**config.mk**
```make
export PLATFORM = sky130hd
export DESIGN_NAME = aml_s5_sleep_type_extract
export DESIGN_NICKNAME = d
export VERILOG_FILES = /design/src/sv/aml_s5_pkg.sv /design/src/sv/aml_s5_sleep_type_extract.sv
export SDC_FILE = /design/constraint.sdc
export NUM_CORES = 1
export LEC_CHECK = 0
export BUFFER_PORTS_ARGS = -buffer_cell sky130_fd_sc_hd__clkbuf_2
export CORE_MARGIN = 4
export CORE_UTILIZATION = 35
export DETAILED_ROUTE_END_ITERATION = 6
export SYNTH_ARGS = -nofsm -noshare
export SYNTH_HDL_FRONTEND = slang
export SYNTH_SLANG_ARGS = --single-unit
```
**constraint.sdc**
```tcl
create_clock -name clk -period 2.55 [get_ports clk]
set_input_delay 0.51 -clock clk [delete_from_list [all_inputs] [get_ports clk]]
set_output_delay 0.51 -clock clk [all_outputs]
set_load 0.1 [all_outputs]
```
**src/sv/aml_s5_pkg.sv**
```systemverilog
// Package of types, codes and helpers for the _S5_ sleep type extractor.
`timescale 1ns / 1ps

package aml_s5_pkg;

	// Parser phase while walking the table body
	typedef enum logic [3:0] {
		PH_SEARCH   = 4'd0,
		PH_PKG_OP   = 4'd1,
		PH_PKG_LEAD = 4'd2,
		PH_PKG_SKIP = 4'd3,
		PH_COUNT    = 4'd4,
		PH_A_OP     = 4'd5,
		PH_A_FIRST  = 4'd6,
		PH_A_REST   = 4'd7,
		PH_B_OP     = 4'd8,
		PH_B_FIRST  = 4'd9,
		PH_B_REST   = 4'd10,
		PH_DONE     = 4'd11
	} phase_t;

	// Result status codes
	typedef enum logic [2:0] {
		ST_OK        = 3'd0,
		ST_NOT_FOUND = 3'd1,
		ST_NO_PKG    = 3'd2,
		ST_FEW       = 3'd3,
		ST_BAD_INT   = 3'd4,
		ST_TRUNC     = 3'd5
	} status_t;

	// AML opcodes and integer prefixes
	localparam logic [7:0] PACKAGE_OP    = 8'h12;
	localparam logic [7:0] ZERO_OP       = 8'h00;
	localparam logic [7:0] ONE_OP        = 8'h01;
	localparam logic [7:0] ONES_OP       = 8'hFF;
	localparam logic [7:0] BYTE_PREFIX   = 8'h0A;
	localparam logic [7:0] WORD_PREFIX   = 8'h0B;
	localparam logic [7:0] DWORD_PREFIX  = 8'h0C;
	localparam logic [7:0] QWORD_PREFIX  = 8'h0E;
	localparam logic [7:0] PKG_LEN_MASK  = 8'hC0;
	localparam logic [7:0] CHAR_UNDER    = 8'h5F;
	localparam logic [23:0] NAME_HEAD    = 24'h5F_53_35; // "_S5"

	localparam int SLP_TYP_SHIFT = 10;
	localparam logic [15:0] SLP_EN = 16'h2000;

	// Build a PM1 control word from a 6-bit sleep type
	function automatic logic [15:0] pm1_word(input logic [5:0] v);
		logic [15:0] w;
		w = {v, 10'b0};
		return w | SLP_EN;
	endfunction

endpackage

```
**src/sv/aml_s5_sleep_type_extract.sv**
```systemverilog
// Top level of the _S5_ sleep type extractor for a definition table byte stream.
`timescale 1ns / 1ps

// Takes the body of a DSDT one byte per request, end_of_table marking the last
// byte, and returns one result per table: a status and the two PM1 control words
// (sleep type << 10 with the sleep enable bit) for the first _S5_ package found.
// Throughput is one byte per cycle: each byte is registered, parsed by a shallow
// per-byte state machine and any result lands in a single output register. The
// input stalls only while that output register holds a result that is not taken.
// After a result the remaining bytes of the table are consumed and dropped; the
// parser returns to its reset state after every last byte.
module aml_s5_sleep_type_extract
	import aml_s5_pkg::*;
(
	input  logic        clk,
	input  logic        arst_n,
	input  logic        in_valid,
	output logic        in_ready,
	input  logic [7:0]  data_byte,
	input  logic        end_of_table,
	output logic        out_valid,
	input  logic        out_ready,
	output logic [2:0]  status,
	output logic [15:0] pm1_word_a,
	output logic [15:0] pm1_word_b
);

	// Input stage
	logic       valid_s1;
	logic [7:0] byte_s1;
	logic       last_s1;

	// Parser state
	phase_t      phase_q;
	logic [23:0] window_q;
	logic [3:0]  skip_q;
	logic [5:0]  val_a_q;
	logic [5:0]  val_b_q;

	// Output register
	logic        out_valid_q;
	status_t     status_q;
	logic [15:0] word_a_q;
	logic [15:0] word_b_q;

	// Next-state logic
	phase_t      phase_d;
	logic [23:0] window_d;
	logic [3:0]  skip_d;
	logic [5:0]  val_a_d;
	logic [5:0]  val_b_d;
	logic        res_hit;
	status_t     res_status;
	logic        advance;
	logic        step;
	logic        prefix_ok;
	logic        prefix_const;
	logic [5:0]  prefix_val;
	logic [3:0]  prefix_len;
	logic [3:0]  skip_dec;

	assign advance  = !out_valid_q || out_ready;
	assign step     = valid_s1 && advance;
	assign in_ready = !valid_s1 || advance;

	// Decode an AML integer prefix
	always_comb begin
		prefix_ok    = 1'b1;
		prefix_const = 1'b0;
		prefix_val   = 6'd0;
		prefix_len   = 4'd0;
		unique case (byte_s1)
			ZERO_OP: begin
				prefix_const = 1'b1;
			end
			ONE_OP: begin
				prefix_const = 1'b1;
				prefix_val   = 6'd1;
			end
			ONES_OP: begin
				prefix_const = 1'b1;
				prefix_val   = 6'h3F;
			end
			BYTE_PREFIX:  prefix_len = 4'd1;
			WORD_PREFIX:  prefix_len = 4'd2;
			DWORD_PREFIX: prefix_len = 4'd4;
			QWORD_PREFIX: prefix_len = 4'd8;
			default:      prefix_ok  = 1'b0;
		endcase
	end

	assign skip_dec = skip_q - 4'd1;

	// Advance the parser by one byte
	always_comb begin
		phase_d    = phase_q;
		window_d   = window_q;
		skip_d     = skip_q;
		val_a_d    = val_a_q;
		val_b_d    = val_b_q;
		res_hit    = 1'b0;
		res_status = ST_OK;
		unique case (phase_q)
			PH_SEARCH: begin
				if (byte_s1 == CHAR_UNDER && window_q == NAME_HEAD)
					phase_d = PH_PKG_OP;
				window_d = {window_q[15:0], byte_s1};
			end
			PH_PKG_OP: begin
				if (byte_s1 == PACKAGE_OP) begin
					phase_d = PH_PKG_LEAD;
				end else begin
					res_hit    = 1'b1;
					res_status = ST_NO_PKG;
				end
			end
			PH_PKG_LEAD: begin
				skip_d  = {2'b00, byte_s1[7:6]};
				phase_d = ((byte_s1 & PKG_LEN_MASK) != 8'h00) ? PH_PKG_SKIP : PH_COUNT;
			end
			PH_PKG_SKIP: begin
				skip_d = skip_dec;
				if (skip_dec == 4'd0)
					phase_d = PH_COUNT;
			end
			PH_COUNT: begin
				if (byte_s1 < 8'd2) begin
					res_hit    = 1'b1;
					res_status = ST_FEW;
				end else begin
					phase_d = PH_A_OP;
				end
			end
			PH_A_OP, PH_B_OP: begin
				if (!prefix_ok) begin
					res_hit    = 1'b1;
					res_status = ST_BAD_INT;
				end else if (prefix_const) begin
					if (phase_q == PH_A_OP) begin
						val_a_d = prefix_val;
						phase_d = PH_B_OP;
					end else begin
						val_b_d = prefix_val;
						res_hit = 1'b1;
					end
				end else begin
					skip_d  = prefix_len;
					phase_d = (phase_q == PH_A_OP) ? PH_A_FIRST : PH_B_FIRST;
				end
			end
			PH_A_FIRST, PH_A_REST: begin
				if (phase_q == PH_A_FIRST)
					val_a_d = byte_s1[5:0];
				skip_d  = skip_dec;
				phase_d = (skip_dec == 4'd0) ? PH_B_OP : PH_A_REST;
			end
			PH_B_FIRST, PH_B_REST: begin
				if (phase_q == PH_B_FIRST)
					val_b_d = byte_s1[5:0];
				skip_d  = skip_dec;
				phase_d = PH_B_REST;
				if (skip_dec == 4'd0)
					res_hit = 1'b1;
			end
			PH_DONE: begin
			end
			default: begin
			end
		endcase
		if (res_hit)
			phase_d = PH_DONE;
		// Close the table on its last byte
		if (last_s1) begin
			if (!res_hit && phase_q != PH_DONE) begin
				res_hit    = 1'b1;
				res_status = (phase_d == PH_SEARCH) ? ST_NOT_FOUND : ST_TRUNC;
			end
			phase_d  = PH_SEARCH;
			window_d = 24'd0;
			skip_d   = 4'd0;
		end
	end

	// Input register: load a request whenever the stage is free or moving on
	always_ff @(posedge clk or negedge arst_n) begin
		if (!arst_n) begin
			valid_s1 <= 1'b0;
		end else if (in_ready) begin
			valid_s1 <= in_valid;
		end
	end

	always_ff @(posedge clk) begin
		if (in_ready && in_valid) begin
			byte_s1 <= data_byte;
			last_s1 <= end_of_table;
		end
	end

	// Parser state registers
	always_ff @(posedge clk or negedge arst_n) begin
		if (!arst_n) begin
			phase_q  <= PH_SEARCH;
			window_q <= 24'd0;
			skip_q   <= 4'd0;
			val_a_q  <= 6'd0;
			val_b_q  <= 6'd0;
		end else if (step) begin
			phase_q  <= phase_d;
			window_q <= window_d;
			skip_q   <= skip_d;
			val_a_q  <= last_s1 ? 6'd0 : val_a_d;
			val_b_q  <= last_s1 ? 6'd0 : val_b_d;
		end
	end

	// Output register: hold until taken, load a new result when free
	always_ff @(posedge clk or negedge arst_n) begin
		if (!arst_n) begin
			out_valid_q <= 1'b0;
		end else if (advance) begin
			out_valid_q <= step && res_hit;
		end
	end

	always_ff @(posedge clk) begin
		if (step && res_hit) begin
			status_q <= res_status;
			word_a_q <= (res_status == ST_OK) ? pm1_word(val_a_d) : 16'd0;
			word_b_q <= (res_status == ST_OK) ? pm1_word(val_b_d) : 16'd0;
		end
	end

	assign out_valid  = out_valid_q;
	assign status     = status_q;
	assign pm1_word_a = word_a_q;
	assign pm1_word_b = word_b_q;

	// The parser is back at the name search after every last byte
	a_last_resets: assert property (@(posedge clk) disable iff (!arst_n)
		(step && last_s1) |=> (phase_q == PH_SEARCH))
		else $error("parser not reset after last byte");

	// A stalled result blocks the parser
	a_stall_holds: assert property (@(posedge clk) disable iff (!arst_n)
		(valid_s1 && out_valid_q && !out_ready) |=> $stable(phase_q))
		else $error("parser advanced while result stalled");

	// Failed results carry zero control words
	a_err_zero: assert property (@(posedge clk) disable iff (!arst_n)
		(out_valid_q && status_q != ST_OK) |-> (word_a_q == 16'd0 && word_b_q == 16'd0))
		else $error("error result with non-zero control words");

	// A finished table stays silent up to and including its last byte
	a_done_quiet: assert property (@(posedge clk) disable iff (!arst_n)
		(step && phase_q == PH_DONE) |-> !res_hit)
		else $error("second result for one table");

endmodule

```
* Word level (Yosys, flattened, before mapping)
Cells that the tools add are included. W data, S select, Z words.
Cells by class: reductions and logical operators 26, equality and inequality tests 22, mux-type cells 53, add/sub/neg operators 1, magnitude comparators 1
Operator list (count):
- $mux W6 | 10
- $mux W4 | 14
- $mux W24 | 2
- $pmux W6 S2 | 3
- $eq A8 B4 Y1 const B | 4
- $pmux W4 S8 | 1
- $mux W14 | 2
- $eq A24 B23 Y1 const B | 1
- $eq A4 B3 Y1 const B | 4
- $pmux W4 S4 | 1
- $mux W3 | 5
- $eq A4 B4 Y1 const B | 3
- $logic_not A4 Y1 | 3
- $pmux W4 S3 | 1
- $mux W1 | 10
- $pmux W3 S3 | 1
- $eq A4 B2 Y1 const B | 2
- $eq A8 B1 Y1 const B | 1
- $eq A8 B5 Y1 const B | 1
- $eq A8 B7 Y1 const B | 1
- $eq A8 B8 Y1 const B | 1
- $logic_not A8 Y1 | 1
- $lt A8 B2 Y1 const B | 1
- $reduce_bool A8 Y1 | 1
- 18 further kinds | 29
Word-level totals: flip-flop bits (word level) 88, input port bits 13, output and inout bits 37

* Longest topological paths before layout
Gate-level depths: netlist (run 1).
depth in word-level cells 13, depth in mapped cells 10

* Least setup slack after synthesis (run 1)
OpenSTA, ideal clock, no wires.
kind reg2reg, start reg out_valid_q (netlist: out_valid), end reg byte_s1[0], enable pin, data required time 2.263 ns, data arrival time 2.532 ns, stages on the path, launching flop included 3, path buffers 0, period minus slack after synthesis 2.818 ns, slack -0.268 ns, cells stage by stage dfrtp_1 nand3b_1 and2_1
On the way: cells in the longest elaborated chain, start to end 4
Ends and longest elaborated chain:
- from (decl) | RTL line aml_s5_sleep_type_extract.sv:41 | logic out_valid_q;
- from (signal assigned) | RTL line aml_s5_sleep_type_extract.sv:222 | out_valid_q <= step && res_hit;
- $logic_not A1 Y1 | RTL line aml_s5_sleep_type_extract.sv:62 | assign advance = !out_valid_q || out_ready;
- $logic_or A1 B1 Y1 | RTL line aml_s5_sleep_type_extract.sv:62
- $logic_or A1 B1 Y1 | RTL line aml_s5_sleep_type_extract.sv:64 | assign in_ready = !valid_s1 || advance;
- named net in_ready | RTL line aml_s5_sleep_type_extract.sv:18 | output logic in_ready,
- $logic_and A1 B1 Y1 | RTL line aml_s5_sleep_type_extract.sv:194 | if (in_ready && in_valid) begin
- to (signal assigned) | RTL line aml_s5_sleep_type_extract.sv:195 | byte_s1 <= data_byte;
- to (decl) | RTL line aml_s5_sleep_type_extract.sv:30 | logic [7:0] byte_s1;
The timed path passes the listed nets, and every way through them passes these cells. A chain may end at the register's enable or synchronous reset.

* Final worst setup path (run 1)
start reg byte_s1[6], end reg word_b_q[12] (netlist: pm1_word_b[12]), data pin
On the way: cells in the longest elaborated chain, start to end 12
Ends and longest elaborated chain:
- $eq A8 B8 Y1 (tied with other cells) | RTL line aml_s5_sleep_type_extract.sv:72 | unique case (byte_s1)
- $reduce_or A3 Y1 (no line)
- $mux W1 | RTL line aml_s5_sleep_type_extract.sv:72
- $mux W4 / $mux W1 (equally long branches) | RTL line aml_s5_sleep_type_extract.sv:138 | end else if (prefix_const) begin
- $mux W4 / $mux W1 (equally long branches) | RTL line aml_s5_sleep_type_extract.sv:135 | if (!prefix_ok) begin
- $pmux W4 S8 / $pmux W1 S4 (equally long branches) | RTL line aml_s5_sleep_type_extract.sv:103 | unique case (phase_q)
- $mux W4 | RTL line aml_s5_sleep_type_extract.sv:170 | if (res_hit)
- $logic_not A4 Y1 | RTL line aml_s5_sleep_type_extract.sv:176 | res_status = (phase_d == PH_SEARCH) ? ST_NOT_FOUND : ST_TRUNC;
- $mux W3 | RTL line aml_s5_sleep_type_extract.sv:176
- $mux W3 | RTL line aml_s5_sleep_type_extract.sv:174 | if (!res_hit && phase_q != PH_DONE) begin
- $mux W3 | RTL line aml_s5_sleep_type_extract.sv:173 | if (last_s1) begin
- $logic_not A3 Y1 | RTL line aml_s5_sleep_type_extract.sv:230 | word_b_q <= (res_status == ST_OK) ? pm1_word(val_b_d) : 16'd0;
- to (signal assigned) | RTL line aml_s5_sleep_type_extract.sv:230
- to (decl) | RTL line aml_s5_sleep_type_extract.sv:44 | logic [15:0] word_b_q;
Several ways; a longest one is shown, not always the timed one. The select of a mux whose other input is x is not followed.

==> key figures, run 1 <==
CTS
  • Clock Path Buffers: 2
  • CTS tree: done
  • CTS Root Cell: clkbuf_8
  • Hold buffer count at cts: 0
  • CTS Sinks: 67
  • H-Tree Depth: 3
  • Worst-skew pair later-pin latency: between 300 and 400 ps
  • Clock transition at path regs: 70 ps
  • Num CTS Buffers: 9

Worst setup path
  • Crit path largest cell delay: approximately 430 ps
  • Critical path class: reg2reg
  • CP arrival: between 2000 and 3000 ps
  • Cell mode on critical path: buf_4
  • CP cell instances: buf_4 -> or3b_4 -> nor4b_4 -> buf_4 -> o21ai_0 -> a31o_2 -> and3_2 -> a41oi_4 -> buf_6 -> a211oi_2
  • Critical Path Fanout Max: 5
  • CP Capture Type: flop
  • Crit path buffers/inverters: 3
  • Data required, critical path: 2630 ps
  • CP startpoint kind: flop
  • CP top delay family: simple AND/OR/NAND/NOR gates
  • Worst path slowest cell: edfxtp_1

Cells and area
  • # diodes: 0
  • Final nets: 471
  • Area grow syn2layout: 26.3%
  • Share of cells above drive strength 1: 0.321
  • Finished Cell Area: 4730 sq um
  • Fin cells: 597

Placed design
  • Placed insts: between 500 and 600
  • Final GP Congestion: between 0.9 and 1
  • Placed inst area: 4310 sq um
  • Detail Placement HPWL: around 6900 um
  • Port buffer count: 29

Timing
  • Unrepaired setup endpoints after global routing: true
  • Max-slew violations: 0
  • Final hold violations: 0
  • Worst setup margin: -157 ps
  • Fin crit share: 1.06
  • Final setup violation count: 12
  • Period minus WS final: 2710 ps
  • Actual slew at the worst max-slew pin: 572 ps
  • Final TNS setup: -1610 ps
  • Setup Skew: between 10 and 15 ps
  • Fmax: 369 MHz
  • Worst rel slew slack: 0.619
  • Final hold slack: 245 ps

Global route
  • Largest net degree at the start of global routing: 45
  • Vias in the first global route: 3,085
  • All-Layer GR Usage: 0.155
  • Wire length of the first global-routing pass: 15,500 um
  • Global route overflow: 0
  • Initial antenna violation count: 0

Floorplan
  • Core area: approximately 10,000 sq um
  • # rows: 37
  • Die area: roughly 12,000 sq um
  • Die Height: 111 um
  • Die width: 111 um
  • I/O pin count: 50
  • Starting density of the core: 0.361

Yosys
  • Library cells used by synthesis: 60
  • Post-synth EDFFs: 23
  • Synthesized cell area: 3750 sq um
  • Ys async rst share: 0.657
  • Mean Syn Cell Area: 9.97 sq um
  • Ranking of synthesized cells by area: dfrtp_1 29%, edfxtp_1 18%, a22o_1 5.8%, o21ai_0 4.5%, buf_4 4.4%
  • Yosys Warn Count: 0
  • Cells after Synth: ~380
  • Synth top area share: 0.294
  • Area leader, netlist: dfrtp_1
  • Top FF cell, synth: dfrtp_1
  • Sequential element share of the synthesized area: 0.478
  • Seq cells post-synth: 67

Hold path
  • Worst Hold Class: in2async

Detailed routing
  • Initial drt markers: 204
  • Drt wl/cell: between 15 and 20 um
  • Drt via density: about 5.3
  • Detail Route Antenna Nets: 0
  • First-pass DRT Iterations: 4
  • DRC viols: 0
  • Final wirelength: 9500 um
  • Detailed-route via count: 3,143

Status
  • Violated checks: negative setup slack
  • Status: finished with violations

Pwr
  • Power per cell area: 1090 nW/um^2
  • Design Power: 5.17 mW
  • Peak VDD IR: 0.685 mV
  • Leak Pwr: 1.98 nW

Job
  • Max-Cap Viols: 0
report_power, final:
group	switching, mW	leakage, nW	internal, mW
clock network	0.398	0.111	0.578
logic	1.71	1.05	0.880
registers	0.195	0.821	1.41
total	2.30	1.98	2.87
layer usage:
metal / wire length (um) / vias up / track usage
li1: - / 1510 / -
met1: 4360 / 1526 / 0.211
met2: 4450 / 90 / 0.240
met3: 497 / 17 / 0.0353
met4: 190 / 0 / 0.0633
met5: 0 / - / 0
cells in the mapped netlist, types with 5 or more instances:
library cell	instances
dfrtp_1	44
nand2_1	38
o21ai_0	34
nor2_1	27
a22o_1	25
edfxtp_1	23
buf_4	22
a21oi_1	19
clkbuf_1	15
nand2b_1	9
inv_1	8
nor2b_1	8
nor4_1	6
o31ai_1	6
nand4_1	5
logic make-up after synthesis:
family                   share of synthesized area
multiplexers                               0.00534
adder cells (fa/ha/maj)                    0.00668
AND/OR/NAND/NOR                              0.198
buffers and inverters                       0.0778
XOR/XNOR                                   0.00234
flip-flops                                   0.478
other                                      0.00100
AO/OA/AOI/OAI                                0.231
path summary, 6_finish.rpt:
kind,start,to,slack [ps],cells past startpoint
min reg2reg,val_b_q[0],val_b_q[0],490,2
min in group clk,end_of_table,last_s1,340,1
min,arst_n,window_q[22],240,2
max in group asynchronous,arst_n,out_valid,1890,2
max reg2reg,byte_s1[6],pm1_word_b[12],-160,10
max,byte_s1[6],pm1_word_b[12],-160,10
placed cells by master (no fill, tap or decap), types with 3 or more instances in the layout:
cell type  netlist  routed
a211oi_2         4       7
a21oi_1         19      17
a22o_1          25      25
a22oi_1          4       4
a31oi_1          3       3
and2_1           4       4
buf_4           22      58
buf_6            2       5
clkbuf_2         0      29
clkbuf_8         0      10
conb_1           1      20
dfrtp_1         44      43
edfxtp_1        23      23
inv_1            8       7
nand2_1         38      36
nand2b_1         9       9
nand3_1          3       3
nand4_1          5       5
nor2_1          27      26
nor2b_1          8       8
nor3_1           4       3
nor4_1           6       4
o21a_1           4       4
o21ai_0         34      31
o21ai_1          0       3
o31ai_1          6       5
or2_2            4       4
per-stage QoR:
stage                util  worst slack [ps]
floorplan               -              -154
global placement    0.416              -120
detailed placement  0.416              -202
CTS                 0.452              -189
global route        0.456              -273
finish              0.456              -157
flip-flops by register name, summed over array words and instances, names as in the netlist:
register	count
phase_q	4
skip_q	4
out_valid	1
window_q	24
pm1_word_a	5
val_b_q	5
status	3
byte_s1	8
pm1_word_b	6
last_s1	1
val_a_q	5
valid_s1	1
timing repair:
action / 4_1_cts / 5_1_grt
cloned: 1 / 0
endpoints found under the setup margin: 26 / 29
buffers inserted: 7 / 2
resized for setup: 16 / 14
pin swaps: 10 / 1
final cells by class:
cell class,instances,area [sq um]
clock buffers,12,145
clock inverters,4,73.8
fillers,1002,5640
inverters,8,33.8
multi-input cells,277,1850
flip-flops and latches,67,1790
well taps,136,170
repair buffers,93,662
Note: power is estimated with default switching activity, not from simulation.
==> run 2, diff against run 1 <==
--- a/config.mk
+++ b/config.mk
@@ -6,9 +6,12 @@
 export NUM_CORES = 1
 export LEC_CHECK = 0
 export BUFFER_PORTS_ARGS = -buffer_cell sky130_fd_sc_hd__clkbuf_2
+export CELL_PAD_IN_SITES_DETAIL_PLACEMENT = 0
+export CELL_PAD_IN_SITES_GLOBAL_PLACEMENT = 1
 export CORE_MARGIN = 4
 export CORE_UTILIZATION = 35
 export DETAILED_ROUTE_END_ITERATION = 6
+export PLACE_DENSITY_LB_ADDON = 0.1
 export SYNTH_ARGS = -nofsm -noshare
 export SYNTH_HDL_FRONTEND = slang
 export SYNTH_SLANG_ARGS = --single-unit
==> run 2 against run 1 <==
The flow still finishes with violations (negative setup slack); non-clock buffer count grew 16; clock skew grew 8.9 ps; flip-flop and latch count is the same; via count grew 0.99%; clock-buffer cell count shrank 2; worst setup slack lost 80 ps; register-to-register slack lost 80 ps; clock power shrank 13%; die area is the same; critical path depth shrank 2; core utilization grew 0.72 points; cell area grew 1.6%; critical path type unchanged; largest cell class unchanged.
==> key figures, run 2 (synthesized netlist as in run 1, its figures left out) <==
Worst setup path
  • Critical Path Fanout Max: 7 (was 5)
  • Crit path largest cell delay: 590 ps (was 430 ps)
  • Critical path startpoint: byte_s1[4] (was byte_s1[6])
  • Worst path slowest cell: or4_4 (was edfxtp_1)
  • R2r setup slk: -240 ps (was -160 ps)
  • CP cell instances: or4_4 -> or4_4 -> nand3_2 -> o211ai_1 -> nor4b_4 -> a41oi_4 -> buf_6 -> a211oi_2 (was buf_4 -> or3b_4 -> nor4b_4 -> buf_4 -> o21ai_0 -> a31o_2 -> and3_2 -> a41oi_4 -> buf_6 -> a211oi_2)
  • CP top delay family: simple AND/OR/NAND/NOR gates (unchanged)
  • FF-to-FF path depth: 8 (was 10)
  • Critical path class: reg2reg (unchanged)
  • Crit path buffers/inverters: 1 (was 3)
  • Worst setup path endpoint: pm1_word_a[14] (was pm1_word_b[12])
  • Cell mode on critical path: or4_4 (was buf_4)
  • RR Endpoint: pm1_word_a[14] (was pm1_word_b[12])
  • Data required, critical path: 2750 ps (was 2630 ps)
  • CP Depth: 8 (was 10)
  • CP startpoint kind: flop (unchanged)
  • CP Capture Type: flop (unchanged)
  • CP arrival: 2980 ps (was 2790 ps)
  • R2R Path Start: byte_s1[4] (was byte_s1[6])

Placed design
  • Placed inst area: 4410 sq um (was 4310 sq um)
  • Detail Placement HPWL: 7620 um (was 6920 um)
  • Final GP Congestion: 0.872 (was 0.937)
  • Port buffer count: 29 (unchanged)

Detailed routing
  • DRC viols: 0 (unchanged)
  • Final wirelength: 10,400 um (was 9500 um)
  • Initial drt markers: 177 (was 204)
  • Detail Route Antenna Nets: 0 (unchanged)
  • Drt via density: 5.17 (was 5.26)
  • Drt wl/cell: 17.0 um (was 15.9 um)
  • First-pass DRT Iterations: 4 (unchanged)
  • Detailed-route via count: 3,174 (was 3,143)

Pwr
  • Power per cell area: 1080 nW/um^2 (was 1090 nW/um^2)
  • Peak VDD IR: 0.596 mV (was 0.685 mV)
  • Leak Pwr: 2.04 nW (was 1.98 nW)

Floorplan
  • Die Height: 111 um (unchanged)
  • Starting density of the core: 0.361 (unchanged)
  • # rows: 37 (unchanged)
  • Die width: 111 um (unchanged)
  • Die area: 12,400 sq um (unchanged)
  • I/O pin count: 50 (unchanged)
  • Core area: 10,400 sq um (unchanged)

Timing
  • Period minus WS final: 2790 ps (was 2710 ps)
  • Worst rel slew slack: 0.575 (was 0.619)
  • Fin crit share: 1.09 (was 1.06)
  • Fmax: 359 MHz (was 369 MHz)
  • Unrepaired setup endpoints after global routing: true (unchanged)
  • Final TNS setup: -2530 ps (was -1610 ps)
  • Final setup violation count: 12 (unchanged)
  • Final hold violations: 0 (unchanged)
  • Setup Skew: 20.3 ps (was 11.4 ps)
  • Worst setup margin: -237 ps (was -157 ps)
  • Max-slew violations: 0 (unchanged)
  • Actual slew at the worst max-slew pin: 631 ps (was 572 ps)

CTS
  • Hold buffer count at cts: 0 (unchanged)
  • CTS Sinks: 67 (unchanged)
  • Num CTS Buffers: 9 (unchanged)
  • Clock Path Buffers: 2 (unchanged)
  • CTS Root Cell: clkbuf_8 (unchanged)
  • H-Tree Depth: 3 (unchanged)
  • Worst-skew pair later-pin latency: 360 ps (was 350 ps)
  • CTS tree: done (unchanged)
  • Clock transition at path regs: 80 ps (was 70 ps)

Cells and area
  • Commonest cells after routing, fill and taps aside: 78 x buf_4, 43 x dfrtp_1, 36 x nand2_1 (was 58 x buf_4, 43 x dfrtp_1, 36 x nand2_1)
  • Commonest non-fill, non-tap cell in the layout: buf_4 (unchanged)
  • # diodes: 0 (unchanged)
  • Share of cells above drive strength 1: 0.354 (was 0.321)
  • Area grow syn2layout: 28.3% (was 26.3%)
  • Multi-input logic area: 1860 sq um (was 1850 sq um)
  • Finished Cell Area: 4810 sq um (was 4730 sq um)
  • FF/Latch Area: 1790 sq um (unchanged)
  • Final nets: 488 (was 471)
  • Largest Register: window_q (unchanged)
  • Layout fillers: 1,000 (was 1,002)
  • Max FFs per register: 24 (unchanged)

Hold path
  • Worst Hold Class: in2async (unchanged)

Global route
  • Largest net degree at the start of global routing: 25 (was 45)
  • All-Layer GR Usage: 0.172 (was 0.155)
  • Initial antenna violation count: 0 (unchanged)
  • Global route overflow: 0 (unchanged)
  • Vias in the first global route: 3,263 (was 3,085)
  • Wire length of the first global-routing pass: 17,000 um (was 15,500 um)

Status
  • Status: finished with violations (unchanged)
  • Violated checks: negative setup slack (unchanged)

Job
  • Max-Cap Viols: 0 (unchanged)
## run 2: metal layers
metal	vias up	track usage	part of all wire
met5	-	0	0
met1	1532	0.234	0.47
met2	82	0.268	0.46
li1	1546	-	-
met3	14	0.0375	0.045
met4	0	0.0714	0.022
## run 2: worst min path at each step
stage          cells after the start  slack, ps      endpoint  startpoint
2_1_floorplan                      0        210     out_valid      arst_n
3_3_place_gp                       2        470    val_b_q[2]  val_b_q[2]
3_5_place_dp                       1        470  window_q[14]      arst_n
4_1_cts                            1         80   window_q[2]      arst_n
5_1_grt                            1        100  window_q[21]      arst_n
6_report                           1         80  window_q[21]      arst_n
## run 2: area by class of cell
type,instances,area share
Timing Repair inverter,1,0.00156
Tap cell,136,0.0354
Clock inverter,6,0.00781
Sequential cell,67,0.373
Clock buffer,10,0.0310
Multi-Input combinational cell,277,0.388
Timing Repair Buffer,109,0.157
Inverter,8,0.00703
## run 2: timing repair
action / 4_1_cts / 5_1_grt
buffers inserted: 11 / 2
resized for setup: 16 / 9
gates cloned: 1 / 0
pin swaps: 5 / 1
endpoints found under the setup margin: 26 / 32
## run 2: stage by stage
stage          cells   util  setup WS, ps  total power, mW  hold WS, ps
3_3_place_gp     585  0.425          -249             4.08          466
2_1_floorplan    395      -          -154             3.36          214
5_1_grt          614  0.464          -361             5.50         99.7
3_5_place_dp     585  0.425          -320             4.10          471
6_report         614  0.464          -237             5.20         79.7
4_1_cts          613  0.459          -264             5.16         84.6
## run 2: report_power, final
part | total, mW | switching (mW) | internal, mW
Clock | 0.850 | 0.442 | 0.408
Combinational | 2.76 | 1.79 | 0.970
Sequential | 1.60 | 0.185 | 1.41
==> run 3, diff against run 2 <==
--- a/config.mk
+++ b/config.mk
@@ -5,6 +5,7 @@
 export SDC_FILE = /design/constraint.sdc
 export NUM_CORES = 1
 export LEC_CHECK = 0
+export ABC_AREA = 1
 export BUFFER_PORTS_ARGS = -buffer_cell sky130_fd_sc_hd__clkbuf_2
 export CELL_PAD_IN_SITES_DETAIL_PLACEMENT = 0
 export CELL_PAD_IN_SITES_GLOBAL_PLACEMENT = 1
==> run 3 against run 2 <==
The flow now finishes without violations; clock skew shrank 12 ps; non-clock buffer count decreased by 62; die area down 2.5%; worst setup slack better by 460 ps; flip-flop and latch count did not move; final cell count is 2.9% higher; synthesized area decreased by 2.7%; combinational power fell by 17%; sequential power is essentially flat; critical endpoint unchanged.
==> key figures, run 3 <==
Status
  • Status: finished clean (was finished with violations)

Timing
  • Worst setup margin: 222 ps (was -237 ps)
  • Max-slew violations: 0 (unchanged)
  • Final hold slack: 242 ps (was 79.7 ps)
  • Unrepaired setup endpoints after global routing: false (was true)
  • Final hold violations: 0 (unchanged)
  • Worst rel slew slack: 0.597 (was 0.575)
  • Final TNS setup: 0 ps (was -2530 ps)
  • Setup Skew: 8.35 ps (was 20.3 ps)
  • Fin crit share: 0.913 (was 1.09)
  • Final setup violation count: 0 (was 12)
  • Actual slew at the worst max-slew pin: 604 ps (was 631 ps)
  • Period minus WS final: 2330 ps (was 2790 ps)
  • Fmax: 430 MHz (was 359 MHz)

Global route
  • All-Layer GR Usage: 0.162 (was 0.172)
  • Most Used Layer, Global Route: met2 (unchanged)
  • Met1 GRT Util: 0.219 (was 0.234)
  • Largest net degree at the start of global routing: 45 (was 25)
  • GRT met3 Usage: 0.0355 (was 0.0375)
  • Global route overflow: 0 (unchanged)
  • Wire length of the first global-routing pass: 14,600 um (was 17,000 um)
  • Initial antenna violation count: 0 (unchanged)
  • Vias in the first global route: 2,937 (was 3,263)
  • GR Layer Usage met2: 0.245 (was 0.268)

Detailed routing
  • Drt via density: 4.70 (was 5.17)
  • Drt wl/cell: 14.6 um (was 17.0 um)
  • DRC viols: 0 (unchanged)
  • Final wirelength: 9230 um (was 10,400 um)
  • Detailed-route via count: 2,972 (was 3,174)
  • Detail Route Antenna Nets: 0 (unchanged)
  • Initial drt markers: 181 (was 177)
  • First-pass DRT Iterations: 4 (unchanged)

Yosys
  • Top-count cell post-synth: nand2_1 (was dfrtp_1)
  • Top FF cell, synth: dfrtp_1 (unchanged)
  • Area leader, netlist: dfrtp_1 (unchanged)
  • Ranking of synthesized cells by area: dfrtp_1 30%, edfxtp_1 19%, nand2_1 8.9%, o22ai_1 6.3%, inv_1 6.0% (was dfrtp_1 29%, edfxtp_1 18%, a22o_1 5.8%, o21ai_0 4.5%, buf_4 4.4%)
  • Library cells used by synthesis: 33 (was 60)
  • Post-synthesis compound-gate area fraction: 0.135 (was 0.231)
  • Mean Syn Cell Area: 8.23 sq um (was 9.97 sq um)
  • Ys async rst share: 0.657 (unchanged)
  • Synth top area share: 0.302 (was 0.294)
  • Post-synthesis simple-gate area fraction: 0.234 (was 0.198)
  • Adder-cell share of the synthesized area: 0.00686 (was 0.00668)
  • Cells after Synth: 443 (was 376)
  • Synth Area in XOR/XNOR: 0 (was 0.00234)
  • Yosys Warn Count: 0 (unchanged)
  • Seq cells post-synth: 67 (unchanged)
  • Mux contribution to synthesized area: 0 (was 0.00534)
  • Most frequent cells after synthesis: 86 x nand2_1, 58 x inv_1, 52 x nor2_1 (was 44 x dfrtp_1, 38 x nand2_1, 34 x o21ai_0)
  • Largest family of logic cells by synthesized area: simple AND/OR/NAND/NOR gates (was compound AO/OA/AOI/OAI gates)
  • Sequential element share of the synthesized area: 0.491 (was 0.478)
  • Synthesized cell area: 3650 sq um (was 3750 sq um)
  • Post-synth EDFFs: 23 (unchanged)

Cells and area
  • Commonest cells after routing, fill and taps aside: 86 x nand2_1, 56 x inv_1, 51 x nor2_1 (was 78 x buf_4, 43 x dfrtp_1, 36 x nand2_1)
  • # diodes: 0 (unchanged)
  • Area grow syn2layout: 15.6% (was 28.3%)
  • Final nets: 506 (was 488)
  • FF/Latch Area: 1790 sq um (about the same)
  • Max FFs per register: 24 (unchanged)
  • Layout fillers: 1,066 (was 1,000)
  • Largest Register: window_q (unchanged)
  • Share of cells above drive strength 1: 0.218 (was 0.354)
  • Finished Cell Area: 4220 sq um (was 4810 sq um)
  • Multi-input logic area: 1480 sq um (was 1860 sq um)
  • Commonest non-fill, non-tap cell in the layout: nand2_1 (was buf_4)

CTS
  • Hold buffer count at cts: 0 (unchanged)
  • CTS Root Cell: clkbuf_8 (unchanged)
  • H-Tree Depth: 3 (unchanged)
  • Clock Path Buffers: 2 (unchanged)
  • CTS tree: done (unchanged)
  • Post-CTS setup buffers: 0 (was 11)
  • Clock transition at path regs: 70 ps (was 80 ps)
  • CTS Sinks: 67 (unchanged)
  • Num CTS Buffers: 9 (unchanged)
  • Worst-skew pair later-pin latency: 350 ps (was 360 ps)

Worst setup path
  • Critical path startpoint: byte_s1[6] (was byte_s1[4])
  • CP cell instances: inv_2 -> nand2_1 -> nor2_4 -> nand2_2 -> nand2_1 -> nand2_1 -> nand3_2 -> nand2_4 -> o21ai_0 -> buf_4 -> inv_1 -> buf_4 (was or4_4 -> or4_4 -> nand3_2 -> o211ai_1 -> nor4b_4 -> a41oi_4 -> buf_6 -> a211oi_2)
  • CP Capture Type: flop (unchanged)
  • Critical Path Fanout Max: 14 (was 7)
  • CP startpoint kind: flop (unchanged)
  • Worst path slowest cell: edfxtp_1 (was or4_4)
  • Crit path largest cell delay: 480 ps (was 590 ps)
  • Data required, critical path: 2650 ps (was 2750 ps)
  • CP arrival: 2430 ps (was 2980 ps)
  • R2R Path Start: byte_s1[6] (was byte_s1[4])
  • Cell mode on critical path: nand2_1 (was or4_4)
  • Critical path class: reg2reg (unchanged)

Floorplan
  • I/O pin count: 50 (unchanged)
  • Core area: 10,200 sq um (was 10,400 sq um)
  • Die Height: 110 um (was 111 um)
  • Die width: 110 um (was 111 um)
  • Starting density of the core: 0.356 (was 0.361)
  • Die area: 12,100 sq um (was 12,400 sq um)
  • # rows: 37 (unchanged)

Placed design
  • Placed inst area: 3970 sq um (was 4410 sq um)
  • Port buffer count: 29 (unchanged)
  • Detail Placement HPWL: 7110 um (was 7620 um)
  • Final GP Congestion: 0.914 (was 0.872)
  • Pre-CTS setup slack: 32.8 ps (was -320 ps)

Pwr
  • Peak VDD IR: 0.474 mV (was 0.596 mV)
  • Design Power: 4.85 mW (was 5.20 mW)
  • Leak Pwr: 1.95 nW (was 2.04 nW)
  • Power per cell area: 1150 nW/um^2 (was 1080 nW/um^2)

Hold path
  • Worst Hold Class: in2async (unchanged)

Job
  • Max-Cap Viols: 0 (unchanged)
run 3: cell types whose count changed after synthesis, moves of 21 or more:
| cell | previous run | this run |
|---|---|---|
| o21ai_0 | 34 | 13 |
| a22o_1 | 25 | 0 |
| inv_1 | 8 | 58 |
| nor2_1 | 27 | 52 |
| o22ai_1 | 2 | 37 |
| nand2_1 | 38 | 86 |
run 3: final cells by class:
class | count | share of cell area
multi-input combinational | 293 | 0.350
clock buffer | 13 | 0.0427
clock inverter | 3 | 0.0101
timing repair buffer | 47 | 0.0665
inverter | 73 | 0.0656
tap | 136 | 0.0404
sequential | 67 | 0.425
run 3: report_power, final:
part | leakage, nW | switching, mW | internal [mW] | total [mW]
Clock | 0.111 | 0.414 | 0.563 | 0.977
Combinational | 1.02 | 1.73 | 0.548 | 2.28
Sequential | 0.822 | 0.163 | 1.43 | 1.59
Total | 1.95 | 2.31 | 2.54 | 4.85
run 3: routing by layer:
layer,wire [um],part of all wire
met5,0,0
met4,240,0.026
met3,451,0.049
met2,4170,0.45
met1,4380,0.47
run 3: per-stage QoR:
step / std cells / util
6_report: 632 / 0.412
5_1_grt: 632 / 0.412
4_1_cts: 632 / 0.410
3_5_place_dp: 616 / 0.388
3_3_place_gp: 616 / 0.388
2_1_floorplan: 462 / -
run 3: worst max-delay path: cells and delay by family, from the launching register on:
family	cells	cell delay [ps]
flip-flops	1	480
AO/OA/AOI/OAI	1	240
buffers and inverters	4	490
AND/OR/NAND/NOR	7	880
run 3: final timing paths:
check                                 end  slack [ps]  depth (start not counted)
max in group asynchronous      val_b_q[2]        1890                          2
min in group clk               byte_s1[3]         320                          1
min reg2reg                    val_b_q[5]         500                          2
min                          window_q[18]         240                          2
max                        pm1_word_a[14]         220                         12
max reg2reg                pm1_word_a[14]         220                         12
run 3: what timing repair did:
item | 4_1_cts | 5_1_grt
hold endpoints to repair | 0 | 0
gates resized for setup | 0 | 7
setup endpoints to repair | 0 | 25
run 3: cells by family (layout without fill, tap and decap cells):
logic type | count (synthesis) | after routing
buffers and inverters | 102 | 136
flip-flops | 67 | 67
AO/OA/AOI/OAI | 80 | 80
adder cells (fa/ha/maj) | 2 | 2
AND/OR/NAND/NOR | 191 | 191
other | 1 | 20
